## config.mk

```make
export PLATFORM = sky130hd
export DESIGN_NAME = gesture_segmentation_fsm_unit
export DESIGN_NICKNAME = d
export VERILOG_FILES = /design/src/rtl/gsf_pkg.sv /design/src/rtl/gsf_front.sv /design/src/rtl/gsf_queue.sv /design/src/rtl/gsf_back.sv /design/src/rtl/gesture_segmentation_fsm_unit.sv
export VERILOG_INCLUDE_DIRS = /design/src /design/src/rtl
export SDC_FILE = /design/constraint.sdc
export NUM_CORES = 2
export LEC_CHECK = 0
export BUFFER_PORTS_ARGS = -buffer_cell sky130_fd_sc_hd__buf_4
export CELL_PAD_IN_SITES_DETAIL_PLACEMENT = 0
export CELL_PAD_IN_SITES_GLOBAL_PLACEMENT = 1
export CORE_ASPECT_RATIO = 2
export CORE_UTILIZATION = 52
export CTS_CLUSTER_SIZE = 24
export DETAILED_ROUTE_END_ITERATION = 12
export PLACE_DENSITY_LB_ADDON = 0.1
export SETUP_SLACK_MARGIN = 0.15
export SYNTH_ARGS = -nofsm -noshare
export SYNTH_HDL_FRONTEND = slang
export SYNTH_SLANG_ARGS = --single-unit
```

## constraint.sdc

```tcl
create_clock -name i_clk -period 9.2 [get_ports i_clk]
set_clock_uncertainty 0.15 [all_clocks]
set_input_delay 1.84 -clock i_clk [delete_from_list [all_inputs] [get_ports i_clk]]
set_output_delay 1.84 -clock i_clk [all_outputs]
set_load 0.02 [all_outputs]
```

## src/rtl/assert_macros.svh

```systemverilog
// Assertion helpers used by gsf_back.
`ifndef ASSERT_MACROS_SVH
`define ASSERT_MACROS_SVH

// cons must hold in any cycle where ante holds
`define ASSERT_IMPLY(lbl, clk, rst_n, ante, cons) \
    lbl: assert property (@(posedge clk) disable iff (!rst_n) (ante) |-> (cons)) \
        else $error("implication check failed");

// prop must hold in every cycle out of reset
`define ASSERT_ALWAYS(lbl, clk, rst_n, prop) \
    lbl: assert property (@(posedge clk) disable iff (!rst_n) (prop)) \
        else $error("invariant check failed");

`endif

```

## src/rtl/gsf_pkg.sv

```systemverilog
`timescale 1ns / 1ps

package gsf_pkg;

    localparam int COORD_BITS_DEF = 14;
    localparam int MOTION_WINDOW  = 2;
    localparam int QUEUE_DEPTH    = 2;

    localparam int IDLE_W = 8;
    localparam int THR_W  = 30;
    localparam int CFG_IDX_W = 1;

    localparam logic [IDLE_W-1:0] IDLE_LIMIT_RST = 8'd45;
    localparam logic [THR_W-1:0]  MOTION_THR_RST = 30'd2500;

    typedef enum logic [CFG_IDX_W-1:0] {
        CFG_IDLE_LIMIT = 1'b0,
        CFG_MOTION_THR = 1'b1
    } t_cfg_idx;

endpackage

```

## src/rtl/gsf_front.sv

```systemverilog
`timescale 1ns / 1ps

module gsf_front #(
    parameter int COORD_BITS = gsf_pkg::COORD_BITS_DEF
) (
    input  logic                         i_in_valid,
    output logic                         o_in_ready,
    input  logic                         i_user_tracked,
    input  logic signed [COORD_BITS-1:0] i_left_hand_x,
    input  logic signed [COORD_BITS-1:0] i_left_hand_y,
    input  logic signed [COORD_BITS-1:0] i_left_hand_z,
    input  logic signed [COORD_BITS-1:0] i_right_hand_x,
    input  logic signed [COORD_BITS-1:0] i_right_hand_y,
    input  logic signed [COORD_BITS-1:0] i_right_hand_z,
    input  logic signed [COORD_BITS-1:0] i_torso_y,
    input  logic signed [COORD_BITS-1:0] i_left_hip_x,
    input  logic signed [COORD_BITS-1:0] i_left_hip_y,
    input  logic signed [COORD_BITS-1:0] i_right_hip_x,
    input  logic signed [COORD_BITS-1:0] i_right_hip_y,
    input  logic                         i_q_full,
    output logic                         o_push,
    output logic [6*COORD_BITS+1:0]      o_frame
);

    logic left_ok;
    logic right_ok;
    logic pose_ok;

    // ready pose: both hands inside the hip/torso box
    assign left_ok  = (i_left_hand_y >= i_left_hip_y) && (i_left_hand_y <= i_torso_y) &&
                      (i_left_hand_x >= i_left_hip_x) && (i_left_hand_x <= i_right_hip_x);
    assign right_ok = (i_right_hand_y >= i_right_hip_y) && (i_right_hand_y <= i_torso_y) &&
                      (i_right_hand_x >= i_left_hip_x) && (i_right_hand_x <= i_right_hip_x);
    assign pose_ok  = left_ok && right_ok;

    assign o_in_ready = !i_q_full;
    assign o_push     = i_in_valid && !i_q_full;
    assign o_frame    = {i_user_tracked, pose_ok,
                         i_right_hand_z, i_right_hand_y, i_right_hand_x,
                         i_left_hand_z, i_left_hand_y, i_left_hand_x};

endmodule

```

## src/rtl/gsf_queue.sv

```systemverilog
`timescale 1ns / 1ps

module gsf_queue #(
    parameter int WIDTH = 8,
    parameter int DEPTH = gsf_pkg::QUEUE_DEPTH
) (
    input  logic             i_clk,
    input  logic             i_rst_n,
    input  logic             i_push,
    input  logic [WIDTH-1:0] i_data,
    output logic             o_full,
    input  logic             i_pop,
    output logic             o_valid,
    output logic [WIDTH-1:0] o_data
);

    localparam int PTR_W = (DEPTH > 1) ? $clog2(DEPTH) : 1;
    localparam int CNT_W = $clog2(DEPTH + 1);

    logic [WIDTH-1:0] r_mem [DEPTH];
    logic [PTR_W-1:0] r_wr_ptr;
    logic [PTR_W-1:0] r_rd_ptr;
    logic [CNT_W-1:0] r_count;
    logic [PTR_W-1:0] n_wr_ptr;
    logic [PTR_W-1:0] n_rd_ptr;
    logic [CNT_W-1:0] n_count;
    logic             do_push;
    logic             do_pop;

    assign o_full  = (r_count == CNT_W'(DEPTH));
    assign o_valid = (r_count != '0);
    assign o_data  = r_mem[r_rd_ptr];
    assign do_push = i_push && !o_full;
    assign do_pop  = i_pop && o_valid;

    always_comb begin
        n_wr_ptr = r_wr_ptr;
        n_rd_ptr = r_rd_ptr;
        n_count  = r_count;
        if (do_push) begin
            n_wr_ptr = (r_wr_ptr == PTR_W'(DEPTH - 1)) ? '0 : r_wr_ptr + 1'b1;
        end
        if (do_pop) begin
            n_rd_ptr = (r_rd_ptr == PTR_W'(DEPTH - 1)) ? '0 : r_rd_ptr + 1'b1;
        end
        if (do_push && !do_pop) begin
            n_count = r_count + 1'b1;
        end else if (do_pop && !do_push) begin
            n_count = r_count - 1'b1;
        end
    end

    always_ff @(posedge i_clk) begin
        if (!i_rst_n) begin
            r_wr_ptr <= '0;
            r_rd_ptr <= '0;
            r_count  <= '0;
        end else begin
            r_wr_ptr <= n_wr_ptr;
            r_rd_ptr <= n_rd_ptr;
            r_count  <= n_count;
        end
        if (do_push) begin
            r_mem[r_wr_ptr] <= i_data;
        end
    end

endmodule

```

## src/rtl/gsf_back.sv

```systemverilog
`timescale 1ns / 1ps
`include "assert_macros.svh"

module gsf_back #(
    parameter int COORD_BITS = gsf_pkg::COORD_BITS_DEF
) (
    input  logic                             i_clk,
    input  logic                             i_rst_n,
    input  logic                             i_cfg_valid,
    input  logic [gsf_pkg::CFG_IDX_W-1:0]    i_cfg_index,
    input  logic [gsf_pkg::THR_W-1:0]        i_cfg_data,
    input  logic                             i_q_valid,
    input  logic [6*COORD_BITS+1:0]          i_q_frame,
    output logic                             o_q_pop,
    output logic                             o_out_valid,
    input  logic                             i_out_ready,
    output logic [1:0]                       o_phase,
    output logic                             o_frame_kept,
    output logic                             o_sign_started,
    output logic                             o_sign_ended,
    output logic                             o_sentence_ended,
    output logic                             o_phase_announced
);

    localparam int CB       = COORD_BITS;
    localparam int DIFF_W   = CB + 1;
    localparam int SQ_W     = 2 * DIFF_W;
    localparam int SUM_W    = SQ_W + 2;
    localparam int THR_W    = gsf_pkg::THR_W;
    localparam int IDLE_W   = gsf_pkg::IDLE_W;
    localparam int CMP_W    = (SUM_W > THR_W) ? SUM_W : THR_W;
    localparam int TRK_BIT  = 6 * CB + 1;
    localparam int POSE_BIT = 6 * CB;
    localparam logic [1:0] FILL_FULL = 2'(gsf_pkg::MOTION_WINDOW);

    typedef enum logic [1:0] {
        PH_WAIT_TRACK = 2'd0,
        PH_WAIT_READY = 2'd1,
        PH_WAIT_MOVE  = 2'd2,
        PH_RECORD     = 2'd3
    } t_phase;

    typedef enum logic [1:0] {
        SEQ_DECIDE,
        SEQ_SQUARE,
        SEQ_SUM
    } t_seq;

    t_phase                  r_phase, n_phase;
    t_seq                    r_seq, n_seq;
    logic [IDLE_W-1:0]       r_idle, n_idle;
    logic [1:0]              r_fill, n_fill;
    logic [IDLE_W-1:0]       r_idle_limit;
    logic [THR_W-1:0]        r_thresh;
    logic                    r_out_valid, n_out_valid;
    logic [1:0]              r_out_phase, n_out_phase;
    logic                    r_kept, n_kept;
    logic                    r_started, n_started;
    logic                    r_ended, n_ended;
    logic                    r_sent, n_sent;
    logic                    r_announced, n_announced;
    logic [6*CB-1:0]         r_last, n_last;
    logic signed [DIFF_W-1:0] r_diff [6];
    logic signed [DIFF_W-1:0] n_diff [6];
    logic [SQ_W-1:0]         r_sq [6];
    logic [SQ_W-1:0]         n_sq [6];
    logic [SUM_W-1:0]        r_dist_l, n_dist_l;
    logic [SUM_W-1:0]        r_dist_r, n_dist_r;

    logic                    take;
    logic                    tracked;
    logic                    pose_ok;
    logic                    hist_move;
    logic                    full_hist;
    logic                    clear;
    logic                    keep;
    logic [IDLE_W:0]         idle_next;
    logic [1:0]              fill_base;
    logic signed [SQ_W-1:0]  d_ext [6];

    assign tracked   = i_q_frame[TRK_BIT];
    assign pose_ok   = i_q_frame[POSE_BIT];
    assign full_hist = (r_fill == FILL_FULL);
    assign take      = (r_seq == SEQ_DECIDE) && i_q_valid && (!r_out_valid || i_out_ready);
    assign o_q_pop   = take;
    assign idle_next = {1'b0, r_idle} + 1'b1;

    always_comb begin
        hist_move = (CMP_W'(r_dist_l) > CMP_W'(r_thresh)) ||
                    (CMP_W'(r_dist_r) > CMP_W'(r_thresh));
        for (int k = 0; k < 6; k++) begin
            d_ext[k] = {{DIFF_W{r_diff[k][DIFF_W-1]}}, r_diff[k]};
        end
    end

    always_comb begin
        n_phase     = r_phase;
        n_seq       = r_seq;
        n_idle      = r_idle;
        n_fill      = r_fill;
        n_last      = r_last;
        n_dist_l    = r_dist_l;
        n_dist_r    = r_dist_r;
        n_out_valid = r_out_valid && !i_out_ready;
        n_out_phase = r_out_phase;
        n_kept      = r_kept;
        n_started   = r_started;
        n_ended     = r_ended;
        n_sent      = r_sent;
        n_announced = r_announced;
        clear       = 1'b0;
        keep        = 1'b0;
        fill_base   = r_fill;
        for (int k = 0; k < 6; k++) begin
            n_diff[k] = r_diff[k];
            n_sq[k]   = SQ_W'(d_ext[k] * d_ext[k]);
        end

        unique case (r_seq)
            SEQ_DECIDE: begin
                if (take) begin
                    n_started   = 1'b0;
                    n_ended     = 1'b0;
                    n_sent      = 1'b0;
                    n_announced = 1'b0;
                    unique case (r_phase)
                        PH_WAIT_TRACK: begin
                            if (tracked) begin
                                n_phase     = PH_WAIT_READY;
                                n_announced = 1'b1;
                            end
                        end
                        PH_WAIT_READY: begin
                            if (pose_ok) begin
                                n_phase = PH_WAIT_MOVE;
                            end
                        end
                        PH_WAIT_MOVE: begin
                            if (full_hist && hist_move) begin
                                n_idle      = '0;
                                n_phase     = PH_RECORD;
                                n_announced = 1'b1;
                                clear       = 1'b1;
                                keep        = 1'b1;
                                n_started   = 1'b1;
                            end else if (idle_next > {1'b0, r_idle_limit}) begin
                                n_idle      = '0;
                                clear       = 1'b1;
                                n_phase     = PH_WAIT_READY;
                                n_announced = 1'b1;
                                n_sent      = 1'b1;
                            end else begin
                                n_idle = idle_next[IDLE_W-1:0];
                                keep   = 1'b1;
                            end
                        end
                        PH_RECORD: begin
                            if (pose_ok && full_hist && !hist_move) begin
                                n_phase = PH_WAIT_READY;
                                clear   = 1'b1;
                                n_ended = 1'b1;
                            end else begin
                                keep = 1'b1;
                            end
                        end
                        default: begin
                            n_phase = r_phase;
                        end
                    endcase

                    fill_base = clear ? 2'd0 : r_fill;
                    n_fill    = fill_base;
                    if (keep) begin
                        n_fill = (fill_base == FILL_FULL) ? FILL_FULL : fill_base + 1'b1;
                        n_last = i_q_frame[6*CB-1:0];
                        for (int k = 0; k < 6; k++) begin
                            n_diff[k] = $signed({i_q_frame[k*CB+CB-1], i_q_frame[k*CB +: CB]}) -
                                        $signed({r_last[k*CB+CB-1], r_last[k*CB +: CB]});
                        end
                        if (fill_base != 2'd0) begin
                            n_seq = SEQ_SQUARE;
                        end
                    end

                    n_out_valid = 1'b1;
                    n_out_phase = n_phase;
                    n_kept      = keep;
                end
            end
            SEQ_SQUARE: begin
                n_seq = SEQ_SUM;
            end
            SEQ_SUM: begin
                n_dist_l = SUM_W'(r_sq[0]) + SUM_W'(r_sq[1]) + SUM_W'(r_sq[2]);
                n_dist_r = SUM_W'(r_sq[3]) + SUM_W'(r_sq[4]) + SUM_W'(r_sq[5]);
                n_seq    = SEQ_DECIDE;
            end
            default: begin
                n_seq = SEQ_DECIDE;
            end
        endcase
    end

    always_ff @(posedge i_clk) begin
        if (!i_rst_n) begin
            r_phase      <= PH_WAIT_TRACK;
            r_seq        <= SEQ_DECIDE;
            r_idle       <= '0;
            r_fill       <= '0;
            r_out_valid  <= 1'b0;
            r_idle_limit <= gsf_pkg::IDLE_LIMIT_RST;
            r_thresh     <= gsf_pkg::MOTION_THR_RST;
        end else begin
            r_phase     <= n_phase;
            r_seq       <= n_seq;
            r_idle      <= n_idle;
            r_fill      <= n_fill;
            r_out_valid <= n_out_valid;
            if (i_cfg_valid) begin
                unique case (gsf_pkg::t_cfg_idx'(i_cfg_index))
                    gsf_pkg::CFG_IDLE_LIMIT: r_idle_limit <= i_cfg_data[IDLE_W-1:0];
                    gsf_pkg::CFG_MOTION_THR: r_thresh     <= i_cfg_data;
                    default:                 r_thresh     <= r_thresh;
                endcase
            end
        end
        r_out_phase <= n_out_phase;
        r_kept      <= n_kept;
        r_started   <= n_started;
        r_ended     <= n_ended;
        r_sent      <= n_sent;
        r_announced <= n_announced;
        r_last      <= n_last;
        r_dist_l    <= n_dist_l;
        r_dist_r    <= n_dist_r;
        for (int k = 0; k < 6; k++) begin
            r_diff[k] <= n_diff[k];
            r_sq[k]   <= n_sq[k];
        end
    end

    assign o_out_valid       = r_out_valid;
    assign o_phase           = r_out_phase;
    assign o_frame_kept      = r_kept;
    assign o_sign_started    = r_started;
    assign o_sign_ended      = r_ended;
    assign o_sentence_ended  = r_sent;
    assign o_phase_announced = r_announced;

    `ASSERT_IMPLY(a_start_records, i_clk, i_rst_n, o_out_valid && o_sign_started, (o_phase == PH_RECORD) && o_frame_kept && o_phase_announced)
    `ASSERT_IMPLY(a_sentence_close, i_clk, i_rst_n, o_out_valid && o_sentence_ended, (o_phase == PH_WAIT_READY) && o_phase_announced && !o_frame_kept)
    `ASSERT_IMPLY(a_seq_needs_full, i_clk, i_rst_n, r_seq != SEQ_DECIDE, (r_fill == FILL_FULL) && !o_q_pop)
    `ASSERT_ALWAYS(a_one_event, i_clk, i_rst_n, !o_out_valid || $onehot0({o_sign_started, o_sign_ended, o_sentence_ended}))

endmodule

```

## src/rtl/gesture_segmentation_fsm_unit.sv

```systemverilog
`timescale 1ns / 1ps
// Gesture segmentation unit.
// Input channel (i_in_valid / o_in_ready) takes one skeleton frame per item:
// tracking flag, hand positions, torso height and hip positions.
// Output channel (o_out_valid / i_out_ready) returns one result per item:
// phase plus kept / started / ended / sentence / announced flags.
// Config channel (i_cfg_valid / o_cfg_ready, always ready) writes index 0
// idle frame limit and index 1 squared motion threshold; write only when idle.
// An accepted input item is registered in a queue entry; when the back is free,
// the decision step then writes its result into the output register.
// Throughput: 1 item per cycle while the receiver takes results and no item is
// appended to a hand history that already holds a frame; such an item holds the
// back for the difference / square / sum pass that refreshes both hand distances.
// The two-entry queue lets the front accept while the back is busy.
// Reset: phase waits for tracking, history empty, registers at 45 and 2500.
// When the receiver stalls, the result holds in the output register, the
// queue fills and o_in_ready drops; nothing is lost.

module gesture_segmentation_fsm_unit #(
    parameter int COORD_BITS = gsf_pkg::COORD_BITS_DEF
) (
    input  logic                          i_clk,
    input  logic                          i_rst_n,
    input  logic                          i_cfg_valid,
    output logic                          o_cfg_ready,
    input  logic [gsf_pkg::CFG_IDX_W-1:0] i_cfg_index,
    input  logic [gsf_pkg::THR_W-1:0]     i_cfg_data,
    input  logic                          i_in_valid,
    output logic                          o_in_ready,
    input  logic                          i_user_tracked,
    input  logic signed [COORD_BITS-1:0]  i_left_hand_x,
    input  logic signed [COORD_BITS-1:0]  i_left_hand_y,
    input  logic signed [COORD_BITS-1:0]  i_left_hand_z,
    input  logic signed [COORD_BITS-1:0]  i_right_hand_x,
    input  logic signed [COORD_BITS-1:0]  i_right_hand_y,
    input  logic signed [COORD_BITS-1:0]  i_right_hand_z,
    input  logic signed [COORD_BITS-1:0]  i_torso_y,
    input  logic signed [COORD_BITS-1:0]  i_left_hip_x,
    input  logic signed [COORD_BITS-1:0]  i_left_hip_y,
    input  logic signed [COORD_BITS-1:0]  i_right_hip_x,
    input  logic signed [COORD_BITS-1:0]  i_right_hip_y,
    output logic                          o_out_valid,
    input  logic                          i_out_ready,
    output logic [1:0]                    o_phase,
    output logic                          o_frame_kept,
    output logic                          o_sign_started,
    output logic                          o_sign_ended,
    output logic                          o_sentence_ended,
    output logic                          o_phase_announced
);

    localparam int FRAME_W = 6 * COORD_BITS + 2;

    logic               q_full;
    logic               q_push;
    logic               q_pop;
    logic               q_valid;
    logic [FRAME_W-1:0] front_frame;
    logic [FRAME_W-1:0] q_frame;

    assign o_cfg_ready = 1'b1;

    gsf_front #(
        .COORD_BITS(COORD_BITS)
    ) u_front (
        .i_in_valid    (i_in_valid),
        .o_in_ready    (o_in_ready),
        .i_user_tracked(i_user_tracked),
        .i_left_hand_x (i_left_hand_x),
        .i_left_hand_y (i_left_hand_y),
        .i_left_hand_z (i_left_hand_z),
        .i_right_hand_x(i_right_hand_x),
        .i_right_hand_y(i_right_hand_y),
        .i_right_hand_z(i_right_hand_z),
        .i_torso_y     (i_torso_y),
        .i_left_hip_x  (i_left_hip_x),
        .i_left_hip_y  (i_left_hip_y),
        .i_right_hip_x (i_right_hip_x),
        .i_right_hip_y (i_right_hip_y),
        .i_q_full      (q_full),
        .o_push        (q_push),
        .o_frame       (front_frame)
    );

    gsf_queue #(
        .WIDTH(FRAME_W),
        .DEPTH(gsf_pkg::QUEUE_DEPTH)
    ) u_queue (
        .i_clk  (i_clk),
        .i_rst_n(i_rst_n),
        .i_push (q_push),
        .i_data (front_frame),
        .o_full (q_full),
        .i_pop  (q_pop),
        .o_valid(q_valid),
        .o_data (q_frame)
    );

    gsf_back #(
        .COORD_BITS(COORD_BITS)
    ) u_back (
        .i_clk            (i_clk),
        .i_rst_n          (i_rst_n),
        .i_cfg_valid      (i_cfg_valid),
        .i_cfg_index      (i_cfg_index),
        .i_cfg_data       (i_cfg_data),
        .i_q_valid        (q_valid),
        .i_q_frame        (q_frame),
        .o_q_pop          (q_pop),
        .o_out_valid      (o_out_valid),
        .i_out_ready      (i_out_ready),
        .o_phase          (o_phase),
        .o_frame_kept     (o_frame_kept),
        .o_sign_started   (o_sign_started),
        .o_sign_ended     (o_sign_ended),
        .o_sentence_ended (o_sentence_ended),
        .o_phase_announced(o_phase_announced)
    );

endmodule
```

==> metrics <==
total global routing overflow 0; synthesis-stage register bit count roughly 650; Hold Path Class reg -> reg; routed via count about 54,000; final setup fails 0; I/O Pins 201; R2R Path Start u_back.r_diff[3][13]; area grow syn2layout 7.82%; initial antenna violation count 5; RSZ-0062 raised after global routing false; Async S/R FF share, synth 0%; status finished clean; Final HPWL DP 173 mm; mean routed wirelength per cell 20.4 um; Ys Warns 0; Synth Area per Inst roughly 10 sq um; Final Max Slew Viols 0; CP Data Arrival Time approximately 7800 ps; Rows 201; Core Footprint roughly 150,000 sq um; Post-Route WL approximately 200 mm; Worst Setup End Kind register; DR vias/cell 5.33; Worst Max-Slew Pin Slew ~1300 ps; die area roughly 150,000 sq um; Yosys top cell area share 30.3%; Final Hold Viols 0; vias in the first global route 59,900; CTS tree built; clk root buf clkbuf_16; Global Route Usage Sum around 28%; synthesized instance count 7,885; met3 WL post-DR just over 6 mm; setup TNS 0 ps; Initial Util 52.4%; Setup crit start kind register; first-pass GRT wire length roughly 320 mm; CP Class reg -> reg; Synth Flop Type edfxtp_1; Synth Net Count approximately 10,000; Final ANT Viol Nets 0; Synth area leaders fa_1 30%, edfxtp_1 16%, ha_1 14%; Clock H-tree levels 3; DRC errors left 0; Clock Tree Buf Depth 3; # fillers about 14,000; WHS ~310 ps; maxcap violations 0; share of cells above drive strength 1 6.15%; Worst-path clk slew about 60 ps; CP max FO 18; top sig layer met5; DRT iter0 DRCs approximately 2,200; Fmax achieved approximately 140 MHz; largest net degree at the start of global routing 116; GPL Wtd Cong just over 0.9; Rel. slew slack 14.2%; number of synthesized flops with an enable pin roughly 420; WL met2 roughly 120 mm; Post-CTS Hold Buffers 0; Clock Sinks between 600 and 700; Setup Fix Bufs, Post-CTS 0; Die Y 551 um; Synth Cell Area 78,500 sq um; Num CTS Buffers 70; crit path from u_back.r_diff[3][13]; Worst-Skew Late Latency about 700 ps; Die X between 200 and 300 um; minimum clock period after layout 7300 ps; sequential share of the synthesized area 21.9%; Nets between 10,000 and 15,000; final critical-path share of the clock period about four fifths; cell accounting for the most synthesized area fa_1; met1 WL a little under 70 mm; final core occ ~56%; 1st-pass router iterations 5; count of cell types in the netlist a little under 100; Hold Startpoint u_back.r_thresh[5]; IO buf count 199; post-CTS resize count 0; Req. time, crit path slightly below 10,000 ps
## worst paths after layout
kind / to / slack (ps) / cells past startpoint
max: u_back.r_sq[3][29] / 1900 / 23
min: u_back.r_thresh[5] / 310 / 2
max reg2reg: u_back.r_sq[3][29] / 1900 / 23
min reg2reg: u_back.r_thresh[5] / 310 / 2
## critical path: stages (launching register included)
cell and delay, ps:
edfxtp_1 720, and2_1 340, fa_1 500, inv_1 50, fa_1 530, inv_1 50, fa_1 470, fa_1 520
fa_1 500, inv_1 50, fa_1 480, inv_1 50, ha_1 330, a211oi_1 230, inv_1 70, o41ai_1 660
o31ai_1 150, buf_4 180, a211oi_1 330, o31ai_1 200, nor3_1 220, o21bai_1 120, a21oi_1 190, xnor2_1 130
## sequential cells by signal (all words and copies together) (netlist names), 2 cells and up, named ones only
| register | cells |
|---|---|
| u_back.r_sq | 174 |
| u_queue.r_mem | 172 |
| u_back.r_diff | 90 |
| u_back.r_last | 84 |
| u_back.r_dist_l | 32 |
| u_back.r_dist_r | 32 |
| u_back.r_thresh | 30 |
| u_back.r_idle | 8 |
| u_back.r_idle_limit | 8 |
| u_back.o_phase | 2 |
| u_back.r_fill | 2 |
| u_back.r_phase | 2 |
| u_back.r_seq | 2 |
| u_queue.r_count | 2 |
## final cells by class
class	instances	area (sq um)	share of cell area, %
antenna	3	7.51	0.00887
clock buffer	75	1830	2.17
clock inverter	54	662	0.782
inverter	2009	7540	8.91
multi-input combinational	5090	53300	63.0
sequential	649	17200	20.3
tap	1928	2410	2.85
timing repair buffer	226	1710	2.02
## per-stage QoR
| step | cell area (sq um) | worst slack, ps | std cells |
|---|---|---|---|
| 6_report | 84600 | 1900 | 10000 |
| 5_1_grt | 84600 | 1520 | 10000 |
| 4_1_cts | 84600 | 1900 | 10000 |
| 3_5_place_dp | 82100 | 1930 | 9902 |
| 3_3_place_gp | 82100 | 2020 | 9902 |
| 2_1_floorplan | 78500 | 1720 | 7885 |
## cells in the mapped netlist, drive strengths merged (21+ instances only)
master and count:
edfxtp 417, ha 905, xor2 80, nand3 67
o211ai 29, nand4 34, a31oi 30, a21boi 70
o21ai 192, xnor2 288, nor3 75, a31o 22
and3 39, o21a 78, a21o 123, and2 235
o21bai 25, nand2 575, mux2i 21, a21oi 217
clkbuf 123, a211oi 27, nor2b 83, inv 2009
mux2 72, dfxtp 232, nand2b 44, nor2 367
fa 1186
## layer usage
layer  vias up  track usage (%)
li1      25000                -
met1     27000             27.0
met2      1005             55.5
met3       464             2.49
met4         2             17.9
met5         -                0
## layout by cell type, fill, tap and decap left out, types with 70 or more instances in the layout
master / instances
nor2b_1: 82
xnor2_1: 288
nor3_1: 74
edfxtp_1: 417
a21oi_1: 215
mux2_2: 72
o21ai_0: 184
fa_1: 1186
a21boi_0: 70
and2_1: 234
nor2_1: 366
xor2_1: 80
nand2_1: 575
clkbuf_16: 72
a21o_1: 123
dfxtp_1: 231
ha_1: 905
buf_4: 225
inv_1: 2009
o21a_1: 78
## cell families (layout without fill, tap and decap cells)
| family | Yosys count | count (layout) | synth area share (%) |
|---|---|---|---|
| fa+ha+maj | 2091 | 2091 | 44.7 |
| simple gates | 1612 | 1612 | 9.77 |
| mux | 93 | 93 | 1.30 |
| flops | 649 | 649 | 21.9 |
| compound gates | 925 | 925 | 7.98 |
| xor+xnor | 368 | 368 | 4.11 |
| other cells | 1 | 4 | 0.00478 |
| buf+inv | 2146 | 2364 | 10.3 |
Power is not shown: default switching activity piles up to over one toggle a cycle in this logic, so the estimate is an artifact.
